`config.mk`:
```
export PLATFORM = sky130hd
export DESIGN_NAME = rbc_shape
export DESIGN_NICKNAME = d
export VERILOG_FILES = /design/src/design/rbc_pkg.sv /design/src/design/rbc_shape.sv
export SDC_FILE = /design/constraint.sdc
export NUM_CORES = 2
export LEC_CHECK = 0
export BUFFER_PORTS_ARGS = -buffer_cell sky130_fd_sc_hd__buf_2
export CAP_MARGIN = 30
export CORE_MARGIN = 2
export CORE_UTILIZATION = 45
export DETAILED_ROUTE_END_ITERATION = 8
export PLACE_DENSITY = 0.64
export SLEW_MARGIN = 20
export SYNTH_ARGS = -nofsm -noshare
export SYNTH_HDL_FRONTEND = slang
export SYNTH_SLANG_ARGS = --single-unit
```
`constraint.sdc`:
```
create_clock -name clock -period 8 [get_ports clock]
set_input_delay 0 -clock clock [delete_from_list [all_inputs] [get_ports clock]]
set_output_delay 0 -clock clock [all_outputs]
set_load 0.1 [all_outputs]
```
`src/design/rbc_pkg.sv`:
```
package rbc_pkg;

   localparam int SAMPLE_W    = 32;
   localparam int BOUND_W     = 64;
   localparam int CSR_DATA_W  = 64;
   localparam int CSR_INDEX_W = 3;
   localparam int COUNT_W     = 3;
   localparam int LABEL_W     = 2;
   localparam int PROD_W      = 2 * SAMPLE_W;

   // register indexes on the csr port
   localparam logic [CSR_INDEX_W-1:0] CSR_REGIME_COUNT = 3'd0;
   localparam logic [CSR_INDEX_W-1:0] CSR_BLEND_MODE   = 3'd1;
   localparam logic [CSR_INDEX_W-1:0] CSR_BOUNDS_0     = 3'd2;

   // per-beat side information carried alongside the datapath
   typedef struct packed {
      logic [LABEL_W-1:0] label;     // segment regime, or lower neighbor in a gap
      logic               gap;       // sample lies in a gap
      logic               quad;      // two-piece quadratic weighting
      logic               low_half;  // gap offset at or below the midpoint
   } rbc_meta_type;

endpackage

```
`src/design/rbc_shape.sv`:
```
module rbc_shape (
   input  logic                           clock,
   input  logic                           reset,
   input  logic                           blend_mode,
   input  logic                           in_valid,
   output logic                           in_ready,
   input  rbc_pkg::rbc_meta_type          in_meta,
   input  logic [rbc_pkg::SAMPLE_W-1:0]   in_width,
   input  logic [rbc_pkg::SAMPLE_W-1:0]   in_offset,
   output logic                           out_valid,
   input  logic                           out_ready,
   output rbc_pkg::rbc_meta_type          out_meta,
   output logic [rbc_pkg::PROD_W-1:0]     out_num,
   output logic [rbc_pkg::PROD_W-1:0]     out_den
);
   import rbc_pkg::*;

   logic [SAMPLE_W-1:0] rest;
   logic                low_half;
   rbc_meta_type        c_meta_in;

   logic                c_valid_ff;
   rbc_meta_type        c_meta_ff;
   logic [SAMPLE_W-1:0] c_width_ff;
   logic [SAMPLE_W-1:0] c_offset_ff;
   logic [SAMPLE_W-1:0] c_side_ff;
   logic                d_valid_ff;
   rbc_meta_type        d_meta_ff;
   logic [PROD_W-1:0]   d_num_ff;
   logic [PROD_W-1:0]   d_den_ff;
   logic [PROD_W-1:0]   side_sq;
   logic [PROD_W-1:0]   width_sq;
   logic                adv_c;
   logic                adv_d;

   assign rest     = in_width - in_offset;
   assign low_half = {in_offset, 1'b0} <= {1'b0, in_width};

   always_comb begin
      c_meta_in          = in_meta;
      c_meta_in.quad     = blend_mode;
      c_meta_in.low_half = low_half;
   end

   assign side_sq  = c_side_ff * c_side_ff;
   assign width_sq = c_width_ff * c_width_ff;

   assign adv_d    = !d_valid_ff || out_ready;
   assign adv_c    = !c_valid_ff || adv_d;
   assign in_ready = adv_c;

   always_ff @(posedge clock) begin
      if (reset) begin
         c_valid_ff <= 1'b0;
         d_valid_ff <= 1'b0;
      end else begin
         if (adv_c) c_valid_ff <= in_valid;
         if (adv_d) d_valid_ff <= c_valid_ff;
      end
   end

   always_ff @(posedge clock) begin
      if (adv_c) begin
         c_meta_ff   <= c_meta_in;
         c_width_ff  <= in_width;
         c_offset_ff <= in_offset;
         c_side_ff   <= low_half ? in_offset : rest;
      end
      if (adv_d) begin
         d_meta_ff <= c_meta_ff;
         d_num_ff  <= c_meta_ff.quad ? side_sq  : PROD_W'(c_offset_ff);
         d_den_ff  <= c_meta_ff.quad ? width_sq : PROD_W'(c_width_ff);
      end
   end

   assign out_valid = d_valid_ff;
   assign out_meta  = d_meta_ff;
   assign out_num   = d_num_ff;
   assign out_den   = d_den_ff;

endmodule

```
==> out/qor.yml <==
status: "complete, no violations"
cp.required_ns: 8.34
netlist_top_cells_area: "fa_1, ha_1, inv_1, edfxtp_1, and2_1"
cts.clk_slew.worst_paths_ns: 0.06
clock_latency_ns: 0.61
hold_viol: 0
cp_max_fo: 5
yosys-mux-area-fraction_pct: 0.946
synth_top_area_cell: "fa_1"
worst_slew_pin_slew_ns: 1.05
finish.net_count: 10100
maxSlewHeadroom_pct: 29.4
min_to: "c_meta_ff[1]"
cts_tree: "done"
die_w_um: 398
synth-compound-area-share_pct: 5.74
avgSynthCellArea_um2: 9.68
initial_core_util_pct: 45.3
crit_top_cell: "fa_1"
die_h_um: 398
crit_type: "flop to flop"
worstHoldStart: "blend_mode"
syn-cell-area_mm2: 0.0697
synth_fa_ha_area_share_pct: 57.4
min_period_over_period_pct: 99.9
use_met2_pct: 42.7
synth_edf_count: 234
coreArea_mm2: 0.154
drv_cap: 0
synth_cells: 7199
finClkSkew_ns: 0.0242
dp_hpwl_um: 170000
dieArea_mm2: 0.158
path_delay_family: "adder cells"
slowest_delay_ns: 0.57
synth.top_cell.area_share_pct: 45.5
syn_to_final_growth_pct: 15.3
overflow: 0
drc: 0
synth_ff_type: "edfxtp_1"
cts_root_buf: "clkbuf_16"
synth_cell_type_count: 75
reg2reg_to: "out_num[61]"
async_reset_ff_share_pct: 0
ys_seq_elements: 236
slowest_stage: "fa_1"
htree_num_levels: 2
most-common-layout-cells: "inv_1, fa_1, ha_1, nand2_1, and2_1"
layout-drive-gt1-share_pct: 14.3
synthXorXnorAreaFrac_pct: 2.76
worstPathArrival_ns: 8.33
hold_path.class: "primary input to flop"
worstSetupStartpointType: "flop"
regToRegStartpoint: "c_side_ff[16]"
hold_depth: 2
final_common_cell: "inv_1"
grt_pass1_wl_um: 316000
wl_um: 203000
antenna_found_initial: 20
cts_buffers: 34
grt.busiest_layer: "met2"
yosys_warnings: 0
synth_fp_nets: 9519
use_met3_pct: 6.98
ant_nets: 0
synth_simple_gate_area_share_pct: 10.7
portBuffers: 206
rsz0062_at_grt: "true"
fmax_mhz: 125
clock_path_buffers: 3
grt_max_degree: 81
synth_top_family_by_area: "adder cells"
drtIter0Drc: 3277
fp-row-count: 144
grt_pass1_vias: 55700
firstDrtPassIters: 7
track_usage_pct: 26.4
hold-worst-slack_ns: 0.106
path_buf_inv: 9
ff2ff_setup_slack_ns: 0.01
crit_path_end_kind: "flop"
cts_sinks: 236
drt-wirelength-per-cell_um: 20.6
period_minus_slack_ns: 7.99
reg2reg_depth: 28
final-max-slew-violation-count: 0
io_pins: 209
setup_violations: 0
yosysSeqAreaShare_pct: 10.1
viasPerCell: 5.11
place_congestion: 0.950
use_met1_pct: 34.9
via_count: 50400
[cells by family after synthesis]
| family | after synthesis |
|---|---|
| AOI/OAI and AO/OA | 621 |
| buffers and inverters | 2277 |
| and+or+nand+nor | 1539 |
| muxes | 60 |
| DFF | 236 |
| adders and majority gates | 2246 |
| xor gates and xnor gates | 220 |
[per-stage QoR]
| stage | cell area (µm²) | setup WS [ns] | TNS (ns) | std cells | utilization (%) |
|---|---|---|---|---|---|
| floorplan | 69700 | 0.129 | 0 | 7199 | - |
| global placement | 76400 | -0.653 | -7.57 | 9655 | 49.7 |
| detailed placement | 76400 | -0.666 | -8.10 | 9655 | 49.7 |
| CTS | 78600 | -0.0204 | -0.0364 | 9802 | 51.1 |
| global route | 80300 | -0.199 | -2.24 | 9856 | 52.2 |
| finish | 80300 | 0.0113 | 0 | 9861 | 52.2 |
[synthesized netlist by cell type (all sizes together) (31+ instances only)]
cell    instances
ha            661
xnor2         118
o21bai         31
a21oi         201
nor2          222
nand4          39
mux2           47
a21o          111
nand2         618
xor2          102
fa           1585
clkbuf        261
nand3          47
inv          2005
and2          477
o21ai         114
edfxtp        234
[final cells by class]
type                       count  area [µm²]
clock buffer                  41         898
timing repair buffer         821        6690
clock inverter                21         297
inverter                    2007        7550
sequential                   236        7070
tap                         2044        2560
antenna                        5        12.5
multi-input combinational   4686       55300
fill                       14100       73500
[repair_timing]
item,4_1_cts,5_1_grt
resized for setup,47,288
cloned,0,6
buffers inserted,14,49
endpoints found under the hold margin,92,0
hold buffers,71,0
endpoints found under the setup margin,38,51
pin swaps,11,97
[per-layer routing]
metal	up-vias	wire length (µm)
met5	-	47
met4	8	6310
met3	272	18800
met2	1660	95200
met1	25800	82400
li1	22700	-
[worst max-delay path by stage]
stage | end | slack (ns) | depth (start not counted) | start
global placement | out_den[55] | -0.65 | 27 | c_width_ff[7]
floorplan | out_den[61] | 0.13 | 27 | c_width_ff[13]
global route | out_den[61] | -0.20 | 28 | c_width_ff[3]
CTS | out_den[61] | -0.02 | 27 | c_width_ff[3]
detailed placement | out_den[55] | -0.67 | 27 | c_width_ff[7]
finish | out_num[61] | 0.01 | 28 | c_side_ff[16]
[sequential cells by signal, indices dropped and copies added (netlist names)]
register / cells
c_offset_ff: 32
c_side_ff: 32
c_width_ff: 32
out_valid: 1
out_meta: 5
c_valid_ff: 1
out_num: 64
out_den: 64
c_meta_ff: 5
Power is not shown: default switching activity piles up to over one toggle a cycle in this logic, so the estimate is an artifact.
