$ cat src/design/rbc_pkg.sv
package rbc_pkg;

   localparam int SAMPLE_W    = 32;
   localparam int BOUND_W     = 64;
   localparam int CSR_DATA_W  = 64;
   localparam int CSR_INDEX_W = 3;
   localparam int COUNT_W     = 3;
   localparam int LABEL_W     = 2;
   localparam int PROD_W      = 2 * SAMPLE_W;

   // register indexes on the csr port
   localparam logic [CSR_INDEX_W-1:0] CSR_REGIME_COUNT = 3'd0;
   localparam logic [CSR_INDEX_W-1:0] CSR_BLEND_MODE   = 3'd1;
   localparam logic [CSR_INDEX_W-1:0] CSR_BOUNDS_0     = 3'd2;

   // per-beat side information carried alongside the datapath
   typedef struct packed {
      logic [LABEL_W-1:0] label;     // segment regime, or lower neighbor in a gap
      logic               gap;       // sample lies in a gap
      logic               quad;      // two-piece quadratic weighting
      logic               low_half;  // gap offset at or below the midpoint
   } rbc_meta_type;

endpackage

$ cat src/design/rbc_divider.sv
module rbc_divider #(
   parameter int WEIGHT_FRAC_BITS = 16
) (
   input  logic                          clock,
   input  logic                          reset,
   input  logic                          in_valid,
   output logic                          in_ready,
   input  rbc_pkg::rbc_meta_type         in_meta,
   input  logic [rbc_pkg::PROD_W-1:0]    in_num,
   input  logic [rbc_pkg::PROD_W-1:0]    in_den,
   output logic                          out_valid,
   input  logic                          out_ready,
   output rbc_pkg::rbc_meta_type         out_meta,
   output logic [WEIGHT_FRAC_BITS:0]     out_quo
);
   import rbc_pkg::*;

   localparam int STEPS = WEIGHT_FRAC_BITS + 1;

   logic              v_ff   [STEPS];
   logic              adv    [STEPS];
   logic [PROD_W-1:0] rem_ff [STEPS];
   logic [PROD_W-1:0] den_ff [STEPS];
   logic [STEPS-1:0]  quo_ff [STEPS];
   rbc_meta_type      meta_ff[STEPS];

   // one restoring step per stage, one quotient bit each
   for (genvar j = 0; j < STEPS; j++) begin : g_step
      logic              src_valid;
      logic [PROD_W-1:0] src_rem;
      logic [PROD_W-1:0] src_den;
      logic [STEPS-1:0]  src_quo;
      rbc_meta_type      src_meta;
      logic [PROD_W:0]   shifted;
      logic              take;
      logic [PROD_W-1:0] rem_in;

      if (j == 0) begin : g_head
         assign src_valid = in_valid;
         assign src_rem   = in_num;
         assign src_den   = in_den;
         assign src_quo   = '0;
         assign src_meta  = in_meta;
      end else begin : g_body
         assign src_valid = v_ff[j-1];
         assign src_rem   = rem_ff[j-1];
         assign src_den   = den_ff[j-1];
         assign src_quo   = quo_ff[j-1];
         assign src_meta  = meta_ff[j-1];
      end

      if (j == STEPS - 1) begin : g_tail
         assign adv[j] = !v_ff[j] || out_ready;
      end else begin : g_link
         assign adv[j] = !v_ff[j] || adv[j+1];
      end

      assign shifted = {src_rem, 1'b0};
      assign take    = shifted >= {1'b0, src_den};
      assign rem_in  = take ? PROD_W'(shifted - {1'b0, src_den}) : PROD_W'(shifted);

      always_ff @(posedge clock) begin
         if (reset) begin
            v_ff[j] <= 1'b0;
         end else if (adv[j]) begin
            v_ff[j] <= src_valid;
         end
      end

      always_ff @(posedge clock) begin
         if (adv[j]) begin
            rem_ff[j]  <= rem_in;
            den_ff[j]  <= src_den;
            quo_ff[j]  <= {src_quo[STEPS-2:0], take};
            meta_ff[j] <= src_meta;
         end
      end
   end

   assign in_ready  = adv[0];
   assign out_valid = v_ff[STEPS-1];
   assign out_meta  = meta_ff[STEPS-1];
   assign out_quo   = quo_ff[STEPS-1];

endmodule

$ cat config.mk
export PLATFORM = sky130hd
export DESIGN_NAME = rbc_divider
export DESIGN_NICKNAME = d
export VERILOG_FILES = /design/src/design/rbc_pkg.sv /design/src/design/rbc_divider.sv
export SDC_FILE = /design/constraint.sdc
export NUM_CORES = 2
export LEC_CHECK = 0
export BUFFER_PORTS_ARGS = -buffer_cell sky130_fd_sc_hd__buf_2
export CORE_UTILIZATION = 59
export CTS_BUF_LIST = sky130_fd_sc_hd__clkbuf_8
export CTS_CLUSTER_SIZE = 14
export DETAILED_ROUTE_END_ITERATION = 16
export HOLD_SLACK_MARGIN = 0.02
export PLACE_DENSITY = 0.74
export SETUP_SLACK_MARGIN = 0.1
export SLEW_MARGIN = 20
export SYNTH_ARGS = -nofsm -noshare
export SYNTH_HDL_FRONTEND = slang
export SYNTH_SLANG_ARGS = --single-unit
$ cat constraint.sdc
create_clock -name clock -period 29.1 [get_ports clock]
set_input_delay 1.455 -clock clock [delete_from_list [all_inputs] [get_ports clock]]
set_output_delay 1.455 -clock clock [all_outputs]
set_load 0.005 [all_outputs]
==> flow_summary.toml <==
[status]
status = "finished clean"

[sta]
final-max-slew-violation-count = 0
finalHoldViolations = 0
finalCritPeriodShare_pct = 23.3
rsz0062_at_grt = "no"
max_slew_margin_pct = 16.5
fmax_mhz = 147
setup_violations = 0
setup_tns_ps = 0
fin_skew_ps = 148
period_minus_slack_ps = 6780
tightestPinTransition_ps = 1240

[global_route]
antenna_found_initial = 10
grt_pass1_wl_mm = 569
grt_pass1_vias = 108000
grt-ovfl-total = 0
grt_usage_pct = 29.4
grt_max_degree = 135

[power]
p_sw_share_pct = 42.2
peakVddDrop_mv = 0.0546
power.share.sequential_pct = 32.1
p_leak_uw = 0.0664
p_per_area_mw_per_mm2 = 115
power_uw = 17700
p_switching_uw = 7460
pwr-share-comb_pct = 51.8
p_clk_share_pct = 16.0
p_int_uw = 10200

[yosys]
synth_xor_area_share_pct = 5.75
synth.avg_cell_area_um2 = 10.0
ys.flop_type = "edfxtp_1"
async_reset_ff_share_pct = 0
yosysTopAreaCellShare_pct = 48.3
seq_area_frac_synth_pct = 48.3
yosysWarnings = 0
synth_simple_gate_area_share_pct = 11.5
yosys-top-cells-area = "edfxtp_1, ha_1, a21oi_1"
muxShareOfSynthArea_pct = 1.04
synth_area_mm2 = 0.143
synth_edf_count = 2303
synthCells = 14300
synth_compound_area_share_pct = 18.4
synth-adder-area-share_pct = 9.72
ys_seq_elements = 2303
syn-num-nets = 15500
synth_top_cell_by_area = "edfxtp_1"
ys_types = 109
synth_top_family_by_area = "compound AO/OA/AOI/OAI gates"

[setup_path]
critPathMaxFanout = 39
critical_path.startpoint_type = "primary input"
endpoint_kind = "output pin"
path_class = "in -> out"
required_ps = 27650
arrival_ps = 5330

[detailed_routing]
wl_per_cell_um = 20.5
ant_nets = 0
first_iter_violations = 8207
drc = 0
wl_mm = 367
drt_first_pass_iters = 8
vias = 108000
vias_per_cell = 6.03

[finish]
final_cell_mix = "edfxtp_1, inv_1, a21oi_1, nand2_1, o21ai_0"
drive_gt1_share_pct = 6.86
layout_commonest_cell = "edfxtp_1"
fin_nets = 15600
area_growth_pct = 7.66
fin_cells = 17900

[hold_path]
hold_class = "reg -> reg"

[clock_tree]
clock-sinks = 2303
clock-root-buffer = "clkbuf_8"
insertion_delay_ps = 1150
htreeDepth = 5
clk_pin_slew_worst_paths_ps = 60
cts_hold_buffers = 0
cts_setup_buffers = 0
ctsLongestPathBuffers = 4
ctsResizeCount = 0
cts_tree = "yes"
cts_buffers = 400

[run]
drv_cap = 0

[placement]
io_buffers = 160
post-place-cells = 17100
routabilityCongestion = 1.11
hpwl_mm = 287

[floorplan]
pin_count = 161
core-area_mm2 = 0.241
dieArea_mm2 = 0.245
core.rowCount = 180
die-height_um = 495
die_x_um = 495
start_util_pct = 59.5
[final timing paths]
path | startpoint | end | slack [ps] | cells after the start
worst max-delay path | out_ready | in_ready | 22320 | 12
worst min-delay path | quo_ff[2][6]$_DFFE_PP_ | quo_ff[2][24]$_DFFE_PP_ | 350 | 0
worst max register to register | rem_ff[0][910]$_DFFE_PP_ | rem_ff[0][980]$_DFFE_PP_ | 23140 | 14
worst min register to register | quo_ff[2][6]$_DFFE_PP_ | quo_ff[2][24]$_DFFE_PP_ | 350 | 0
[area by class of cell]
cell class                      count  area (µm²)
Clock buffer                      403        5550
Timing Repair Buffer              238        1400
Multi-Input combinational cell  10000       66800
Fill cell                       18600       86700
Inverter                         1400        5290
Sequential cell                  2303       69200
Tap cell                         3185        3990
Antenna cell                       27        67.6
Clock inverter                    305        1990
[routing by layer]
layer	part of all wire, %	up-vias	GRT usage (%)
li1	-	52100	-
met1	36	50200	30.2
met2	52	4272	55.0
met3	4.7	1194	3.65
met4	7.6	0	20.9
met5	0	-	0
[stage by stage]
stage / utilization (%) / setup slack (ps) / cell area [µm²] / hold slack, ps
2_1_floorplan: - / 14270 / 143000 / 400
3_3_place_gp: 60.9 / 22520 / 147000 / 400
3_5_place_dp: 60.9 / 22310 / 147000 / 405
4_1_cts: 64.0 / 22220 / 154000 / 358
5_1_grt: 64.0 / 21990 / 154000 / 387
6_report: 64.0 / 22320 / 154000 / 353
[power by group through the flow]
| stage | combinational, µW | sequential, µW | clock [µW] |
|---|---|---|---|
| global route | 10100 | 5780 | 3030 |
| global placement | 8720 | 5690 | 0 |
| floorplan | 6880 | 5480 | 0 |
| CTS | 9000 | 5670 | 2890 |
| finish | 9160 | 5680 | 2830 |
| detailed placement | 8940 | 5720 | 0 |
[cells in the mapped netlist, types with 85 or more instances]
cell      instances
xor2_1          390
nor2b_1         150
nand2b_1        135
nor2_1          854
o21ai_0        1091
ha_1           1087
clkbuf_1        425
mux2_2          120
xnor2_1         550
o31ai_1          85
o21a_1          123
o21bai_1        243
nand3_1         223
a21oi_1        1445
a21o_1          614
buf_2            98
nand2_1        1306
edfxtp_1       2303
nand4_1         290
nor3_1          143
inv_1          1399
and3_1          125
a31oi_1         133
[kinds of logic (layout without fill, tap and decap cells)]
kind of cell | count (synthesis) | after routing
DFF | 2303 | 2303
adders and majority gates | 1103 | 1103
muxes | 134 | 134
buffers and inverters | 1953 | 2346
xor gates and xnor gates | 940 | 940
and+or+nand+nor | 3542 | 3542
other | 0 | 27
AOI/OAI and AO/OA | 4291 | 4291
[worst max-delay path: stages]
cell and delay (ps):
buf_2 100, nor2b_1 340, nand2_4 360, nor2_1 430
and2_1 390, and3_1 360, and2_1 380, nand2_4 340
nor2_1 270, buf_4 230, nand4_1 380, buf_2 270
[registers in the layout (all words and copies together), names as in the netlist]
register and cells:
den_ff 1024, meta_ff 85, quo_ff 153, rem_ff 1024, v_ff 17
Power figures use the tool's default switching activity.
